===== config.mk =====
export PLATFORM = sky130hd
export DESIGN_NAME = quadrature_detent_counter
export DESIGN_NICKNAME = d
export VERILOG_FILES = /design/src/hw/rtl/qdc_pkg.sv /design/src/hw/rtl/qdc_step.sv /design/src/hw/rtl/quadrature_detent_counter.sv
export SDC_FILE = /design/constraint.sdc
export NUM_CORES = 1
export LEC_CHECK = 0
export BUFFER_PORTS_ARGS = -buffer_cell sky130_fd_sc_hd__buf_4
export CAP_MARGIN = 5
export CORE_ASPECT_RATIO = 0.9
export CORE_UTILIZATION = 32
export DETAILED_ROUTE_END_ITERATION = 6
export GPL_ROUTABILITY_DRIVEN = 0
export GPL_TIMING_DRIVEN = 0
export SKIP_CTS_REPAIR_TIMING = 1
export SLEW_MARGIN = 25
export SYNTH_ARGS = -nofsm -noshare
export SYNTH_HDL_FRONTEND = slang
export SYNTH_SLANG_ARGS = --single-unit

===== constraint.sdc =====
create_clock -name aclk -period 4.85 [get_ports aclk]
set_input_delay 0.7275 -clock aclk [delete_from_list [all_inputs] [get_ports aclk]]
set_output_delay 0.7275 -clock aclk [all_outputs]
set_load 0.005 [all_outputs]

===== src/hw/rtl/qdc_pkg.sv =====
// qdc_pkg: shared types, constants and the quarter-step table for the
// quadrature detent counter. No dependencies.
`timescale 1ns / 1ps
`default_nettype none

package qdc_pkg;

    localparam int unsigned COUNT_W     = 16;
    localparam int unsigned THRESH_W    = 3;
    localparam int unsigned ACC_W       = 4;
    localparam int unsigned CFG_IDX_W   = 1;
    localparam int unsigned CFG_DATA_W  = 16;
    localparam int unsigned S_TDATA_W   = 8;
    localparam int unsigned M_TDATA_W   = 24;

    localparam logic [COUNT_W-1:0]  COUNT_LIMIT_RST = 16'd9999;
    localparam logic [THRESH_W-1:0] THRESHOLD_RST   = 3'd2;
    localparam logic [1:0]          PHASE_RST       = 2'b11;

    typedef enum logic [CFG_IDX_W-1:0] {
        REG_COUNT_LIMIT      = 1'b0,
        REG_DETENT_THRESHOLD = 1'b1
    } cfg_reg_t;

    typedef logic signed [1:0] qstep_t;

    // Indexed by {last_phase, phase}. Double jumps and no-change give zero.
    localparam qstep_t QUARTER_STEP [16] = '{
        2'sd0,  -2'sd1,  2'sd1,  2'sd0,
        2'sd1,   2'sd0,  2'sd0, -2'sd1,
        -2'sd1,  2'sd0,  2'sd0,  2'sd1,
        2'sd0,   2'sd1, -2'sd1,  2'sd0
    };

    typedef struct packed {
        logic [1:0]              last_phase;
        logic signed [ACC_W-1:0] acc;
        logic [COUNT_W-1:0]      count;
    } qdc_state_t;

    typedef struct packed {
        logic stepped_up;
        logic stepped_down;
    } qdc_flags_t;

endpackage

`default_nettype wire


===== src/hw/rtl/qdc_step.sv =====
// qdc_step: single-tick update of phase, accumulator and position count.
// Depends on qdc_pkg.
`timescale 1ns / 1ps
`default_nettype none

module qdc_step (
    input  wire qdc_pkg::qdc_state_t               state_cur,
    input  wire logic [1:0]                        phase,
    input  wire logic [qdc_pkg::COUNT_W-1:0]       count_limit,
    input  wire logic [qdc_pkg::THRESH_W-1:0]      detent_threshold,
    output qdc_pkg::qdc_state_t                    state_next,
    output qdc_pkg::qdc_flags_t                    flags
);

    logic                                changed;
    qdc_pkg::qstep_t                     delta;
    logic signed [qdc_pkg::ACC_W:0]      sum;
    logic signed [qdc_pkg::ACC_W:0]      thr;
    logic                                move;
    logic                                up;
    logic                                down;

    always_comb begin
        changed = (phase != state_cur.last_phase);
        delta   = qdc_pkg::QUARTER_STEP[{state_cur.last_phase, phase}];
        move    = changed && (delta != 2'sd0);
        sum     = {state_cur.acc[qdc_pkg::ACC_W-1], state_cur.acc}
                + {{(qdc_pkg::ACC_W-1){delta[1]}}, delta};
        // zero threshold acts as one
        thr     = (detent_threshold == '0) ? (qdc_pkg::ACC_W+1)'(1)
                                           : {2'b00, detent_threshold};
        up      = move && (sum >= thr);
        down    = move && !up && (sum <= -thr);

        state_next.last_phase = phase;
        state_next.acc        = state_cur.acc;
        state_next.count      = state_cur.count;
        if (up || down) begin
            state_next.acc = '0;
        end else if (move) begin
            state_next.acc = sum[qdc_pkg::ACC_W-1:0];
        end
        if (up) begin
            state_next.count = (state_cur.count >= count_limit) ? '0
                             : state_cur.count + 1'b1;
        end else if (down) begin
            state_next.count = (state_cur.count == '0) ? count_limit
                             : state_cur.count - 1'b1;
        end

        flags.stepped_up   = up;
        flags.stepped_down = down;
    end

endmodule

`default_nettype wire


===== src/hw/rtl/quadrature_detent_counter.sv =====
// quadrature_detent_counter: top level, stream ports, config registers,
// state and result registers. Depends on qdc_pkg and qdc_step.
`timescale 1ns / 1ps
`default_nettype none

// Usage:
//  - Slave stream carries one encoder sample per transfer: clk_level in
//    s_tdata[0], dt_level in s_tdata[1]. Every accepted sample produces
//    exactly one result transfer on the master stream.
//  - Master stream: count_value in m_tdata[15:0], stepped_up in bit 16,
//    stepped_down in bit 17. Unused upper bits read zero.
//  - Latency: result is valid the cycle after the sample transfer.
//  - Throughput: one sample per clock unless a result waits on a stalled receiver.
//    The encoder state is updated in the same cycle as the transfer, so the next sample may follow at once.
//  - Stall: a single result register holds the pending result; s_tready
//    stays high while the register is empty or being drained this cycle,
//    and drops only while a result waits on a stalled receiver.
//  - Config: cfg_we writes cfg_wdata to register cfg_index (0 count_limit,
//    1 detent_threshold) at the clock edge; write only while idle.
//  - Reset (aresetn low, synchronous): last phase = both lines high,
//    accumulator and count cleared, count_limit = 9999, threshold = 2,
//    result register emptied.
module quadrature_detent_counter #(
    parameter logic [qdc_pkg::COUNT_W-1:0]  COUNT_LIMIT_RST = qdc_pkg::COUNT_LIMIT_RST,
    parameter logic [qdc_pkg::THRESH_W-1:0] THRESHOLD_RST   = qdc_pkg::THRESHOLD_RST
) (
    input  wire logic                              aclk,
    input  wire logic                              aresetn,
    // config write port
    input  wire logic                              cfg_we,
    input  wire logic [qdc_pkg::CFG_IDX_W-1:0]     cfg_index,
    input  wire logic [qdc_pkg::CFG_DATA_W-1:0]    cfg_wdata,
    // sample stream
    input  wire logic                              s_tvalid,
    output logic                                   s_tready,
    input  wire logic [qdc_pkg::S_TDATA_W-1:0]     s_tdata,  // [0] clk_level, [1] dt_level
    // result stream
    output logic                                   m_tvalid,
    input  wire logic                              m_tready,
    output logic [qdc_pkg::M_TDATA_W-1:0]          m_tdata   // [15:0] count_value,
                                                             // [16] stepped_up,
                                                             // [17] stepped_down
);

    // config registers
    logic [qdc_pkg::COUNT_W-1:0]  count_limit_reg;
    logic [qdc_pkg::THRESH_W-1:0] threshold_reg;

    // encoder state
    qdc_pkg::qdc_state_t state_reg;
    qdc_pkg::qdc_state_t state_next;
    qdc_pkg::qdc_flags_t flags_next;

    // result register
    logic                          out_valid_reg;
    logic [qdc_pkg::COUNT_W-1:0]   out_count_reg;
    qdc_pkg::qdc_flags_t           out_flags_reg;

    logic       in_xfer;
    logic [1:0] phase;

    assign s_tready = !out_valid_reg || m_tready;
    assign in_xfer  = s_tvalid && s_tready;
    // phase = {clk, dt}
    assign phase    = {s_tdata[0], s_tdata[1]};

    qdc_step u_step (
        .state_cur        (state_reg),
        .phase            (phase),
        .count_limit      (count_limit_reg),
        .detent_threshold (threshold_reg),
        .state_next       (state_next),
        .flags            (flags_next)
    );

    // config writes
    always_ff @(posedge aclk) begin
        if (!aresetn) begin
            count_limit_reg <= COUNT_LIMIT_RST;
            threshold_reg   <= THRESHOLD_RST;
        end else if (cfg_we) begin
            unique case (qdc_pkg::cfg_reg_t'(cfg_index))
                qdc_pkg::REG_COUNT_LIMIT: begin
                    count_limit_reg <= cfg_wdata;
                end
                qdc_pkg::REG_DETENT_THRESHOLD: begin
                    threshold_reg <= cfg_wdata[qdc_pkg::THRESH_W-1:0];
                end
                default: begin
                end
            endcase
        end
    end

    // state advances on every sample transfer
    always_ff @(posedge aclk) begin
        if (!aresetn) begin
            state_reg.last_phase <= qdc_pkg::PHASE_RST;
            state_reg.acc        <= '0;
            state_reg.count      <= '0;
        end else if (in_xfer) begin
            state_reg <= state_next;
        end
    end

    always_ff @(posedge aclk) begin
        if (!aresetn) begin
            out_valid_reg <= 1'b0;
        end else if (in_xfer) begin
            out_valid_reg <= 1'b1;
        end else if (m_tready) begin
            out_valid_reg <= 1'b0;
        end
    end

    // payload, no reset
    always_ff @(posedge aclk) begin
        if (in_xfer) begin
            out_count_reg <= state_next.count;
            out_flags_reg <= flags_next;
        end
    end

    assign m_tvalid = out_valid_reg;
    assign m_tdata  = {{(qdc_pkg::M_TDATA_W - qdc_pkg::COUNT_W - 2){1'b0}},
                       out_flags_reg.stepped_down, out_flags_reg.stepped_up,
                       out_count_reg};

endmodule

`default_nettype wire


Word level (Yosys, flattened, before mapping)

Memory sizes are Yosys's and may differ from the RTL's.
Index checks and enable logic that the tools add are counted.

Bits in registers: 60
Memory bits (read-only): 32
Input bits: 30
Output and inout bits: 26
Logic and storage cells: 49
Memories: 1

Memories:

| memory          | words | width | rd ports | clocked after Yosys merged registers in | write ports | line           | source |
|---|---|---|---|---|---|---|---|
| (no name shown) | 16    | 2     | 1        | 0                                       | 0           | qdc_step.sv:25 | `delta = qdc_pkg::QUARTER_STEP[{state_cur.last_phase, phase}];` |

$add $sub $neg: 4
Magnitude comparators: 4
Equality and inequality tests: 1
Mux-type cells: 11
Bitwise logic cells: 2
Reductions and logical operators: 17

Operators with widths:

| operator                                            | number |
|---|---|
| 2-to-1 mux 16 bit                                   | 4 |
| adder 16 x 1 -> 16 bit (second input constant)      | 1 |
| >= comparator 16 bit                                | 1 |
| logical NOT 16 bit                                  | 1 |
| subtractor 16 x 1 -> 16 bit (second input constant) | 1 |
| 2-to-1 mux 4 bit                                    | 2 |
| AND reduction 2 bit                                 | 3 |
| nonzero test 2 bit                                  | 3 |
| adder 4 x 2 -> 5 bit                                | 1 |
| >= comparator 5 bit                                 | 1 |
| >= comparator 5 bit (second input constant)         | 1 |
| less-or-equal comparator 5 bit                      | 1 |
| logical AND 1 bit                                   | 5 |
| negator 5 bit                                       | 1 |
| inverter 4 -> 5 bit                                 | 1 |
| 2-to-1 mux 2 bit                                    | 2 |
| logical NOT 3 bit                                   | 1 |
| 2-to-1 mux 3 bit                                    | 1 |
| logical NOT 1 bit                                   | 2 |
| logical OR 1 bit                                    | 2 |
| 2-to-1 mux 1 bit                                    | 2 |
| != test 2 bit                                       | 1 |
| inverter 1 bit                                      | 1 |

Logic depth before layout (Yosys ltp)

Gate-level depths: netlist (run 1).

Depth after elaboration: 13
Gate-level depth with buffers: 21
Depth with buffers taken out: 20

Modules after synthesis

From an unflattened synthesis (run 1), not the netlist that was laid out.

Cell total of the unflattened synthesis: 528
Area total of the unflattened synthesis: 4428.0 sq um

By module, submodules not included:

| module                    | times used | cells an instance | area an instance (sq um) | sequential area each (sq um) |
|---|---|---|---|---|
| quadrature_detent_counter | 1          | 211               | 2232.1                   | 1381.3 |
| qdc_step                  | 1          | 317               | 2195.9                   | 0.0 |

Least setup slack after synthesis (run 1)

No wires, ideal clock.

Kind: input-to-reg
From: in s_tdata[0] (netlist bit)
To: reg out_count_reg[10] (netlist bit) (data pin)
Setup time: 0.268 ns
Arrival time: 4.088 ns
Data required time: 4.582 ns
Setup slack: 0.494 ns
Stages on the path: 20
Buffers on the path: 1
Cells stage by stage: inv_1 > ha_1 > xnor2_1 > xnor2_1 > ha_1 > inv_1 > fa_1 > nor2b_1 > nor3_1 > mux2i_4 > inv_1 > ha_1 > nand2_1 > o32ai_2 > a41oi_2 > a21boi_4 > or2b_4 > buf_6 > o21ai_0 > nand3_1

RTL lines:

| element                | line                             | source |
|---|---|---|
| start: declaration     | quadrature_detent_counter.sv:36  | `input wire logic [qdc_pkg::S_TDATA_W-1:0] s_tdata,` |
| end signal: assignment | quadrature_detent_counter.sv:119 | `out_count_reg <= state_next.count;` |
| end: declaration       | quadrature_detent_counter.sv:56  | `logic [qdc_pkg::COUNT_W-1:0] out_count_reg;` |

==> metrics.md, run 1 <==
| Metric | Value |
|---|---|
| First drt pass iteration count | `5` |
| Synth Area in Compound Gates | `21.4%` |
| # DRC | `0` |
| Final worst-path cycle share | `96.6%` |
| Port bufs | `43` |
| Total power draw | `1.95 mW` |
| Simple-gate share of the synthesized area | `23.2%` |
| NumNets Final | `637` |
| Post-Syn Area | `4290 um2` |
| Skew-Pair Late Insertion Delay | `0.34 ns` |
| Diode count | `0` |
| Share of layout cells above drive strength 1 | `17.2%` |
| Number of clock sinks | `60` |
| Slew of the pin with the lowest slew margin | `0.816 ns` |
| Final ANT Viol Nets | `0` |
| Yosys reg bits | `60` |
| Post-synthesis xor/xnor area fraction | `3.58%` |
| Slowest cell on the critical path | `fa_1` |
| CP Cell Sequence | `buf_4 > inv_1 > ha_1 > xnor2_1 > xnor2_1 > ha_1 > inv_1 > fa_1 > nor2b_1 > nor3_1 > mux2i_4 > inv_1 > ha_1 > nand2_1 > o32ai_2 > a41oi_2 > a21boi_4 > or2b_4 > buf_6 > a22oi_1 > o21ai_0` |
| Num CTS Buffers | `9` |
| Area contributors post-synth | `dfxtp_1, edfxtp_1, ha_1` |
| Final hold slack | `0.456 ns` |
| Status | `finished, final reports clean` |
| Leakage power | `2.18 nW` |
| WP data required | `4.90 ns` |
| Fin cells | `741` |
| TritonCTS clock tree | `built` |
| Grt ovf | `0` |
| CTS Root Cell | `clkbuf_16` |
| Max VDD drop | `0.161 mV` |
| Maximum fanout along the worst path | `10` |
| Max Cap Violations | `0` |
| Iter 0 DRT Violations | `339` |
| Post-layout min period | `4.68 ns` |
| P per Cell Area | `378 nW/um2` |
| Number of global-route vias before repair | `3650` |
| Distinct cells, synth | `75` |
| CP max stage delay | `0.44 ns` |
| Die Y | `112 um` |
| Die Area | `13900 um2` |
| Post-DP HPWL | `9.17 mm` |
| Most Used Layer, Global Route | `met1` |
| Rows | `39` |
| Clock slew at reported path FFs | `0.06 ns` |
| Critical path endpoint category | `flop` |
| Worst Setup Slack, final | `0.166 ns` |
| First-pass GRT wire length | `19.1 mm` |
| Max Clock Skew | `0.00849 ns` |
| Synth warn | `0` |
| Critical path launch point type | `input pin` |
| Final setup violation count | `0` |
| Area of the core | `12900 um2` |
| Synth-to-Final Area Change | `20.1%` |
| M2 GR Usage | `25.2%` |
| H-tree depth | `3` |
| Maximum clock frequency | `0.214 GHz` |
| Crit path kind | `in -> reg` |
| Per-cell routed wire length | `16.0 um` |
| Top-area cell type share of the netlist area | `19.6%` |
| Final TNS setup | `0 ns` |
| Synth Area in Adders | `10.4%` |
| Dpl cell area | `4840 um2` |
| Die W | `124 um` |
| Largest net degree at the start of global routing | `28` |
| Syn Inst Count | `511` |
| Placed Cells | `724` |
| Rel. slew slack | `45.1%` |
| Final Hold Vio Count | `0` |
| Post-synth EDFFs | `18` |
| Mux cell area share after synthesis | `1.28%` |
| Routed wire length | `11.9 mm` |
| Met3 usage | `4.41%` |
| Reg2reg path depth | `15` |
| Max-slew violations | `0` |
| Arr. time, crit path | `4.73 ns` |
| Finished Core Util | `40.0%` |
| Ys flop type | `dfxtp_1` |
| Yosys top cell by area | `dfxtp_1` |
| Syn Area/Cell | `8.40 um2` |
| Commonest non-fill, non-tap cells in the layout | `nand2_1, buf_4, dfxtp_1` |
| Initial antenna violation count | `0` |
| Post-place setup slack | `-0.140 ns` |
| Fin area | `5150 um2` |
| Vias/cell | `5.34` |
| CTS Buffer Depth | `2` |
| Worst hold stages | `2` |
| Commonest non-fill, non-tap cell in the layout | `nand2_1` |
| Largest family of logic cells by synthesized area | `simple AND/OR/NAND/NOR gates` |
| Vias post-DR | `3955` |
| Fill cells | `1295` |
| Tot GR Track Use | `18.0%` |
| Grt met1 use | `26.6%` |
| Starting Density | `33.3%` |
| Io pins | `56` |
| Post-synthesis sequential area ratio | `32.2%` |
| Async set-reset flop share out of synthesis | `0%` |
| Hold Crit Class | `reg -> reg` |
| Max reg flops | `22` |
[worst paths after layout]
kind / from / end / slack [ns]
max: s_tdata[0] / out_count_reg[0]$_DFFE_PP_ / 0.17
min: state_reg[16]$_SDFFE_PN0P_ / state_reg[16]$_SDFFE_PN0P_ / 0.46
max reg2reg: state_reg[20]$_SDFFE_PN1P_ / out_count_reg[0]$_DFFE_PP_ / 0.50
min reg2reg: state_reg[16]$_SDFFE_PN0P_ / state_reg[16]$_SDFFE_PN0P_ / 0.46
[critical path: cells and delay by family]
| kind | cells | cell delay [ns] |
|---|---|---|
| adder cells (fa/ha/maj) | 4 | 1.34 |
| AO/OA/AOI/OAI | 5 | 0.89 |
| AND/OR/NAND/NOR | 4 | 0.60 |
| buffers and inverters | 5 | 0.50 |
| XOR/XNOR | 2 | 0.39 |
| multiplexers | 1 | 0.25 |
[power by group]
part	internal, mW	total [mW]	switching (mW)
combinational	0.281	0.682	0.401
sequential	0.577	0.615	0.0381
clock	0.400	0.652	0.253
[logic make-up after synthesis]
family                     after synthesis
adders and majority gates               35
other                                    1
DFF                                     60
AOI/OAI and AO/OA                      135
and+or+nand+nor                        186
buffers and inverters                   75
muxes                                    3
xor gates and xnor gates                16
[layout make-up]
| class | count | area (um2) | share of cell area, % |
|---|---|---|---|
| flip-flops and latches | 60 | 1380 | 26.8 |
| repair buffers | 44 | 330 | 6.41 |
| plain buffers | 33 | 181 | 3.52 |
| inverters | 42 | 158 | 3.06 |
| clock inverters | 7 | 76.3 | 1.48 |
| multi-input cells | 382 | 2600 | 50.4 |
| clock buffers | 9 | 225 | 4.37 |
| well taps | 164 | 205 | 3.98 |
[Yosys cell counts (14+ instances only)]
library cell  number
nand3_1           24
nor3_1            16
nand2_1           60
ha_1              34
a21oi_1           34
nor2_1            23
inv_1             40
edfxtp_1          18
o21ai_0           26
dfxtp_1           42
clkbuf_1          14
o211ai_1          15
[layer usage]
| layer | part of all wire (%) | up-vias |
|---|---|---|
| met1 | 50 | 1816 |
| met4 | 1.8 | 0 |
| met2 | 41 | 159 |
| li1 | - | 1961 |
| met5 | 0 | - |
| met3 | 7.6 | 19 |
(Power assumes the default switching activity.)
==> run 2: changes to the inputs <==
CORE_ASPECT_RATIO = unset   (was 0.9)
==> metrics.md, run 2 (same netlist as run 1, synthesis figures left out) <==
| Metric | Value |
|---|---|
| Number of clock sinks | `60` |
| Routed wire length | `11.8 mm` |
| Leakage power | `2.20 nW` |
| Synth-to-Final Area Change | `20.8%` |
| NumNets Final | `637` |
| Die Area | `13900 um2` |
| Vias post-DR | `3954` |
| Diode count | `0` |
| Slowest cell on the critical path | `fa_1` |
| Largest net degree at the start of global routing | `28` |
| Slew of the pin with the lowest slew margin | `0.752 ns` |
| Final hold slack | `0.448 ns` |
| Initial antenna violation count | `0` |
| Final setup violation count | `0` |
| Iter 0 DRT Violations | `355` |
| Max Clock Skew | `0.00684 ns` |
| Clock slew at reported path FFs | `0.05 ns` |
| CP Cell Sequence | `buf_4 > inv_1 > ha_1 > xnor2_1 > xnor2_1 > ha_1 > inv_1 > fa_1 > nor2b_1 > nor3_1 > mux2i_4 > inv_1 > ha_1 > nand2_1 > o32ai_2 > a41oi_2 > a211o_2 > a211oi_2 > a221oi_1 > a311oi_1` |
| Area of the core | `12800 um2` |
| CP max stage delay | `0.44 ns` |
| First drt pass iteration count | `5` |
| Max VDD drop | `0.126 mV` |
| Final ANT Viol Nets | `0` |
| Status | `finished, final reports clean` |
| Port bufs | `43` |
| # DRC | `0` |
| Crit path kind | `in -> reg` |
| Rows | `41` |
| Critical path launch point type | `input pin` |
| Post-DP HPWL | `9.13 mm` |
| Post-layout min period | `4.66 ns` |
| WP data required | `5.06 ns` |
| RSZ-0062 raised after global routing | `no` |
| Skew-Pair Late Insertion Delay | `0.34 ns` |
| TritonCTS clock tree | `built` |
| Max reg flops | `22` |
| Maximum clock frequency | `0.215 GHz` |
| CP bufs+invs | `4` |
| Per-cell routed wire length | `15.7 um` |
| Max-slew violations | `0` |
| Starting Density | `33.5%` |
| Placed Cells | `732` |
| Critical path endpoint category | `flop` |
| Final TNS setup | `0 ns` |
| Commonest non-fill, non-tap cells in the layout | `nand2_1, buf_4, dfxtp_1` |
| Fin area | `5190 um2` |
| Total power draw | `1.98 mW` |
| Rel. slew slack | `49.4%` |
| Arr. time, crit path | `4.87 ns` |
| Vias/cell | `5.28` |
| Final Hold Vio Count | `0` |
| Commonest non-fill, non-tap cell in the layout | `nand2_1` |
| Die W | `118 um` |
| Num CTS Buffers | `9` |
| Number of global-route vias before repair | `3962` |
| Dpl cell area | `4850 um2` |
| Grt ovf | `0` |
| Fin cells | `749` |
| CTS Buffer Depth | `2` |
| H-tree depth | `3` |
| Maximum fanout along the worst path | `6` |
| Share of layout cells above drive strength 1 | `17.0%` |
| CTS Root Cell | `clkbuf_16` |
| Final worst-path cycle share | `96.1%` |
| Die Y | `118 um` |
| Delay-heaviest family, CP | `compound AO/OA/AOI/OAI gates` |
| P per Cell Area | `382 nW/um2` |
| Tot GR Track Use | `17.9%` |
| Hold Crit Class | `reg -> reg` |
| Io pins | `56` |
| Max Cap Violations | `0` |
| First-pass GRT wire length | `19.8 mm` |
==> run 2: changes by cell type in the layout (fill, tap and decap cells not counted) <==
| cell | delta |
|---|---|
| clkbuf_1 | +1 |
| clkbuf_16 | +1 |
| clkbuf_8 | +2 |
| clkinv_4 | -2 |
| clkinvlp_4 | -1 |
| inv_6 | -1 |
==> run 2: cell type report <==
type	instances	area [um2]
plain buffers	33	181
flip-flops and latches	60	1380
repair buffers	44	330
clock inverters	3	42.5
multi-input cells	382	2600
inverters	42	158
fillers	1308	7640
well taps	172	215
clock buffers	13	282
==> run 2: where the power goes <==
group / total, mW / internal, mW / switching, mW
clock network: 0.684 / 0.456 / 0.228
registers: 0.614 / 0.578 / 0.0364
logic: 0.681 / 0.281 / 0.401
==> run 2: per-stage QoR <==
step           util, %  setup slack [ns]
6_report          40.4             0.190
4_1_cts           40.4             0.161
3_5_place_dp      37.9            -0.169
5_1_grt           40.4          0.000968
3_3_place_gp      37.8           -0.0344
2_1_floorplan        -             0.494
==> run 2: tightest hold or removal path, delay by kind of cell (launching register included) <==
family,cells,cell delay (ns)
DFF,1,0.30
and+or+nand+nor,1,0.05
AOI/OAI and AO/OA,1,0.05
==> run 2: worst paths after layout <==
| path | start | end | slack [ns] | depth (start not counted) |
|---|---|---|---|---|
| max | s_tdata[0] | state_reg[11]$_SDFFE_PN0P_ | 0.19 | 20 |
| min | threshold_reg[0]$_SDFFE_PN0P_ | threshold_reg[0]$_SDFFE_PN0P_ | 0.45 | 2 |
| max reg2reg | state_reg[20]$_SDFFE_PN1P_ | state_reg[11]$_SDFFE_PN0P_ | 0.57 | 14 |
| min reg2reg | threshold_reg[0]$_SDFFE_PN0P_ | threshold_reg[0]$_SDFFE_PN0P_ | 0.45 | 2 |
==> run 2: per-layer routing <==
metal	GRT usage (%)	up-vias	part of all wire, %
met5	0	-	0
met4	7.29	0	1.9
met3	4.31	17	7.4
met2	27.1	169	43
met1	24.3	1811	48
li1	-	1957	-
==> run 3: changes to the inputs <==
--- a/config.mk
+++ b/config.mk
@@ -7,3 +7,3 @@
 export LEC_CHECK = 0
-export BUFFER_PORTS_ARGS = -buffer_cell sky130_fd_sc_hd__buf_4
+export BUFFER_PORTS_ARGS = -buffer_cell sky130_fd_sc_hd__buf_2
 export CAP_MARGIN = 5
@@ -12,3 +12,2 @@
 export GPL_ROUTABILITY_DRIVEN = 0
-export GPL_TIMING_DRIVEN = 0
 export SKIP_CTS_REPAIR_TIMING = 1
--- a/constraint.sdc
+++ b/constraint.sdc
@@ -3,2 +3,2 @@
 set_output_delay 0.7275 -clock aclk [all_outputs]
-set_load 0.005 [all_outputs]
+set_load 0.01 [all_outputs]
==> metrics.md, run 3 (same netlist as run 1, synthesis figures left out) <==
| Metric | Value |
|---|---|
| Post-DP HPWL | `8.20 mm` |
| Grt ovf | `0` |
| Maximum fanout along the worst path | `16` |
| Initial antenna violation count | `0` |
| Synth-to-Final Area Change | `15.9%` |
| Leakage power | `2.10 nW` |
| Final Hold Vio Count | `0` |
| Port bufs | `43` |
| Storage element area | `1380 um2` |
| TritonCTS clock tree | `built` |
| H-tree depth | `3` |
| Vias post-DR | `3784` |
| Die Y | `118 um` |
| Per-cell routed wire length | `15.3 um` |
| Rows | `41` |
| Crit path kind | `in -> reg` |
| Die Area | `13900 um2` |
| P per Cell Area | `403 nW/um2` |
| Die W | `118 um` |
| Post-layout min period | `4.57 ns` |
| CTS Buffer Depth | `2` |
| Largest net degree at the start of global routing | `45` |
| Slew of the pin with the lowest slew margin | `0.800 ns` |
| Skew-Pair Late Insertion Delay | `0.33 ns` |
| Status | `finished, final reports clean` |
| Io pins | `56` |
| Max Cap Violations | `0` |
| Clock slew at reported path FFs | `0.05 ns` |
| Multi-input gate area | `2600 um2` |
| Routed wire length | `11.0 mm` |
| RSZ-0062 raised after global routing | `no` |
| Hold Crit Class | `reg -> reg` |
| Post-place setup slack | `-0.0472 ns` |
| Maximum clock frequency | `0.219 GHz` |
| Fill cells | `1347` |
| Commonest non-fill, non-tap cell in the layout | `nand2_1` |
| Worst Setup Slack, final | `0.280 ns` |
| Area of the core | `12800 um2` |
| Num CTS Buffers | `9` |
| Max reg flops | `22` |
| Vias/cell | `5.23` |
| CTS Root Cell | `clkbuf_16` |
| Commonest non-fill, non-tap cells in the layout | `nand2_1, buf_2, dfxtp_1` |
| WP data required | `4.89 ns` |
| NumNets Final | `611` |
| Number of clock sinks | `60` |
| Diode count | `0` |
| Final ANT Viol Nets | `0` |
| Starting Density | `33.5%` |
| Share of layout cells above drive strength 1 | `15.6%` |
| Rel. slew slack | `46.2%` |
| Critical path endpoint category | `flop` |
| Iter 0 DRT Violations | `304` |
| First drt pass iteration count | `4` |
| First-pass GRT wire length | `18.2 mm` |
| Final hold slack | `0.458 ns` |
| Critical path launch point type | `input pin` |
| Number of global-route vias before repair | `3574` |
| Max VDD drop | `0.158 mV` |
| Final setup violation count | `0` |
| Max Clock Skew | `0.00662 ns` |
| Max-slew violations | `0` |
| # DRC | `0` |
| Final worst-path cycle share | `94.2%` |
| Tot GR Track Use | `16.4%` |
| Arr. time, crit path | `4.61 ns` |
==> run 3: final timing paths <==
path,endpoint,cells past startpoint,start,slack [ns]
setup / recovery,out_count_reg[15]$_DFFE_PP_,17,s_tdata[0],0.28
hold / removal,count_limit_reg[15]$_SDFFE_PN0P_,2,count_limit_reg[15]$_SDFFE_PN0P_,0.46
setup reg to reg,out_count_reg[15]$_DFFE_PP_,14,state_reg[20]$_SDFFE_PN1P_,0.58
hold reg to reg,count_limit_reg[15]$_SDFFE_PN0P_,2,count_limit_reg[15]$_SDFFE_PN0P_,0.46
==> run 3: cell type report <==
cell class                 count  area share [%]
multi-input combinational    382            52.3
sequential                    60            27.8
timing repair buffer          51            5.53
clock buffer                  11            4.88
tap                          172            4.33
inverter                      42            3.17
clock inverter                 5            1.99
==> run 3: power breakdown <==
part | internal, mW | total (mW) | switching [mW]
sequential | 0.578 | 0.630 | 0.0525
clock | 0.513 | 0.742 | 0.229
combinational | 0.255 | 0.633 | 0.378
==> run 3: through the flow <==
| step | instances | utilization [%] | power (mW) | cell area [um2] | setup TNS [ns] |
|---|---|---|---|---|---|
| final | 723 | 38.8 | 2.00 | 4970 | 0 |
| after global placement | 707 | 36.1 | 1.25 | 4630 | 0 |
| after global routing | 723 | 38.8 | 2.11 | 4970 | 0 |
| after floorplan | 517 | - | 1.10 | 4320 | 0 |
| after detailed placement | 707 | 36.1 | 1.27 | 4630 | -0.0616 |
| after CTS | 723 | 38.8 | 2.01 | 4970 | 0 |
==> run 3: critical path, cell delays in order <==
cell and delay, ns:
buf_2 0.12, inv_1 0.08, ha_1 0.20, mux4_2 0.55
ha_1 0.40, a21oi_1 0.10, a21oi_1 0.28, or2_2 0.19
inv_1 0.05, ha_1 0.31, and3b_1 0.19, a31oi_1 0.21
a41oi_2 0.17, a21boi_4 0.19, or2b_4 0.36, o21ai_0 0.26
o311ai_0 0.20
==> run 3: per-layer routing <==
| metal | up-vias | wire length, um | GRT usage, % | share of wire (%) |
|---|---|---|---|---|
| met2 | 95 | 4940 | 25.0 | 45 |
| met4 | 0 | 108 | 6.73 | 0.98 |
| met5 | - | 0 | 0 | 0 |
| met1 | 1772 | 5470 | 23.3 | 50 |
| li1 | 1909 | - | - | - |
| met3 | 8 | 526 | 1.79 | 4.8 |
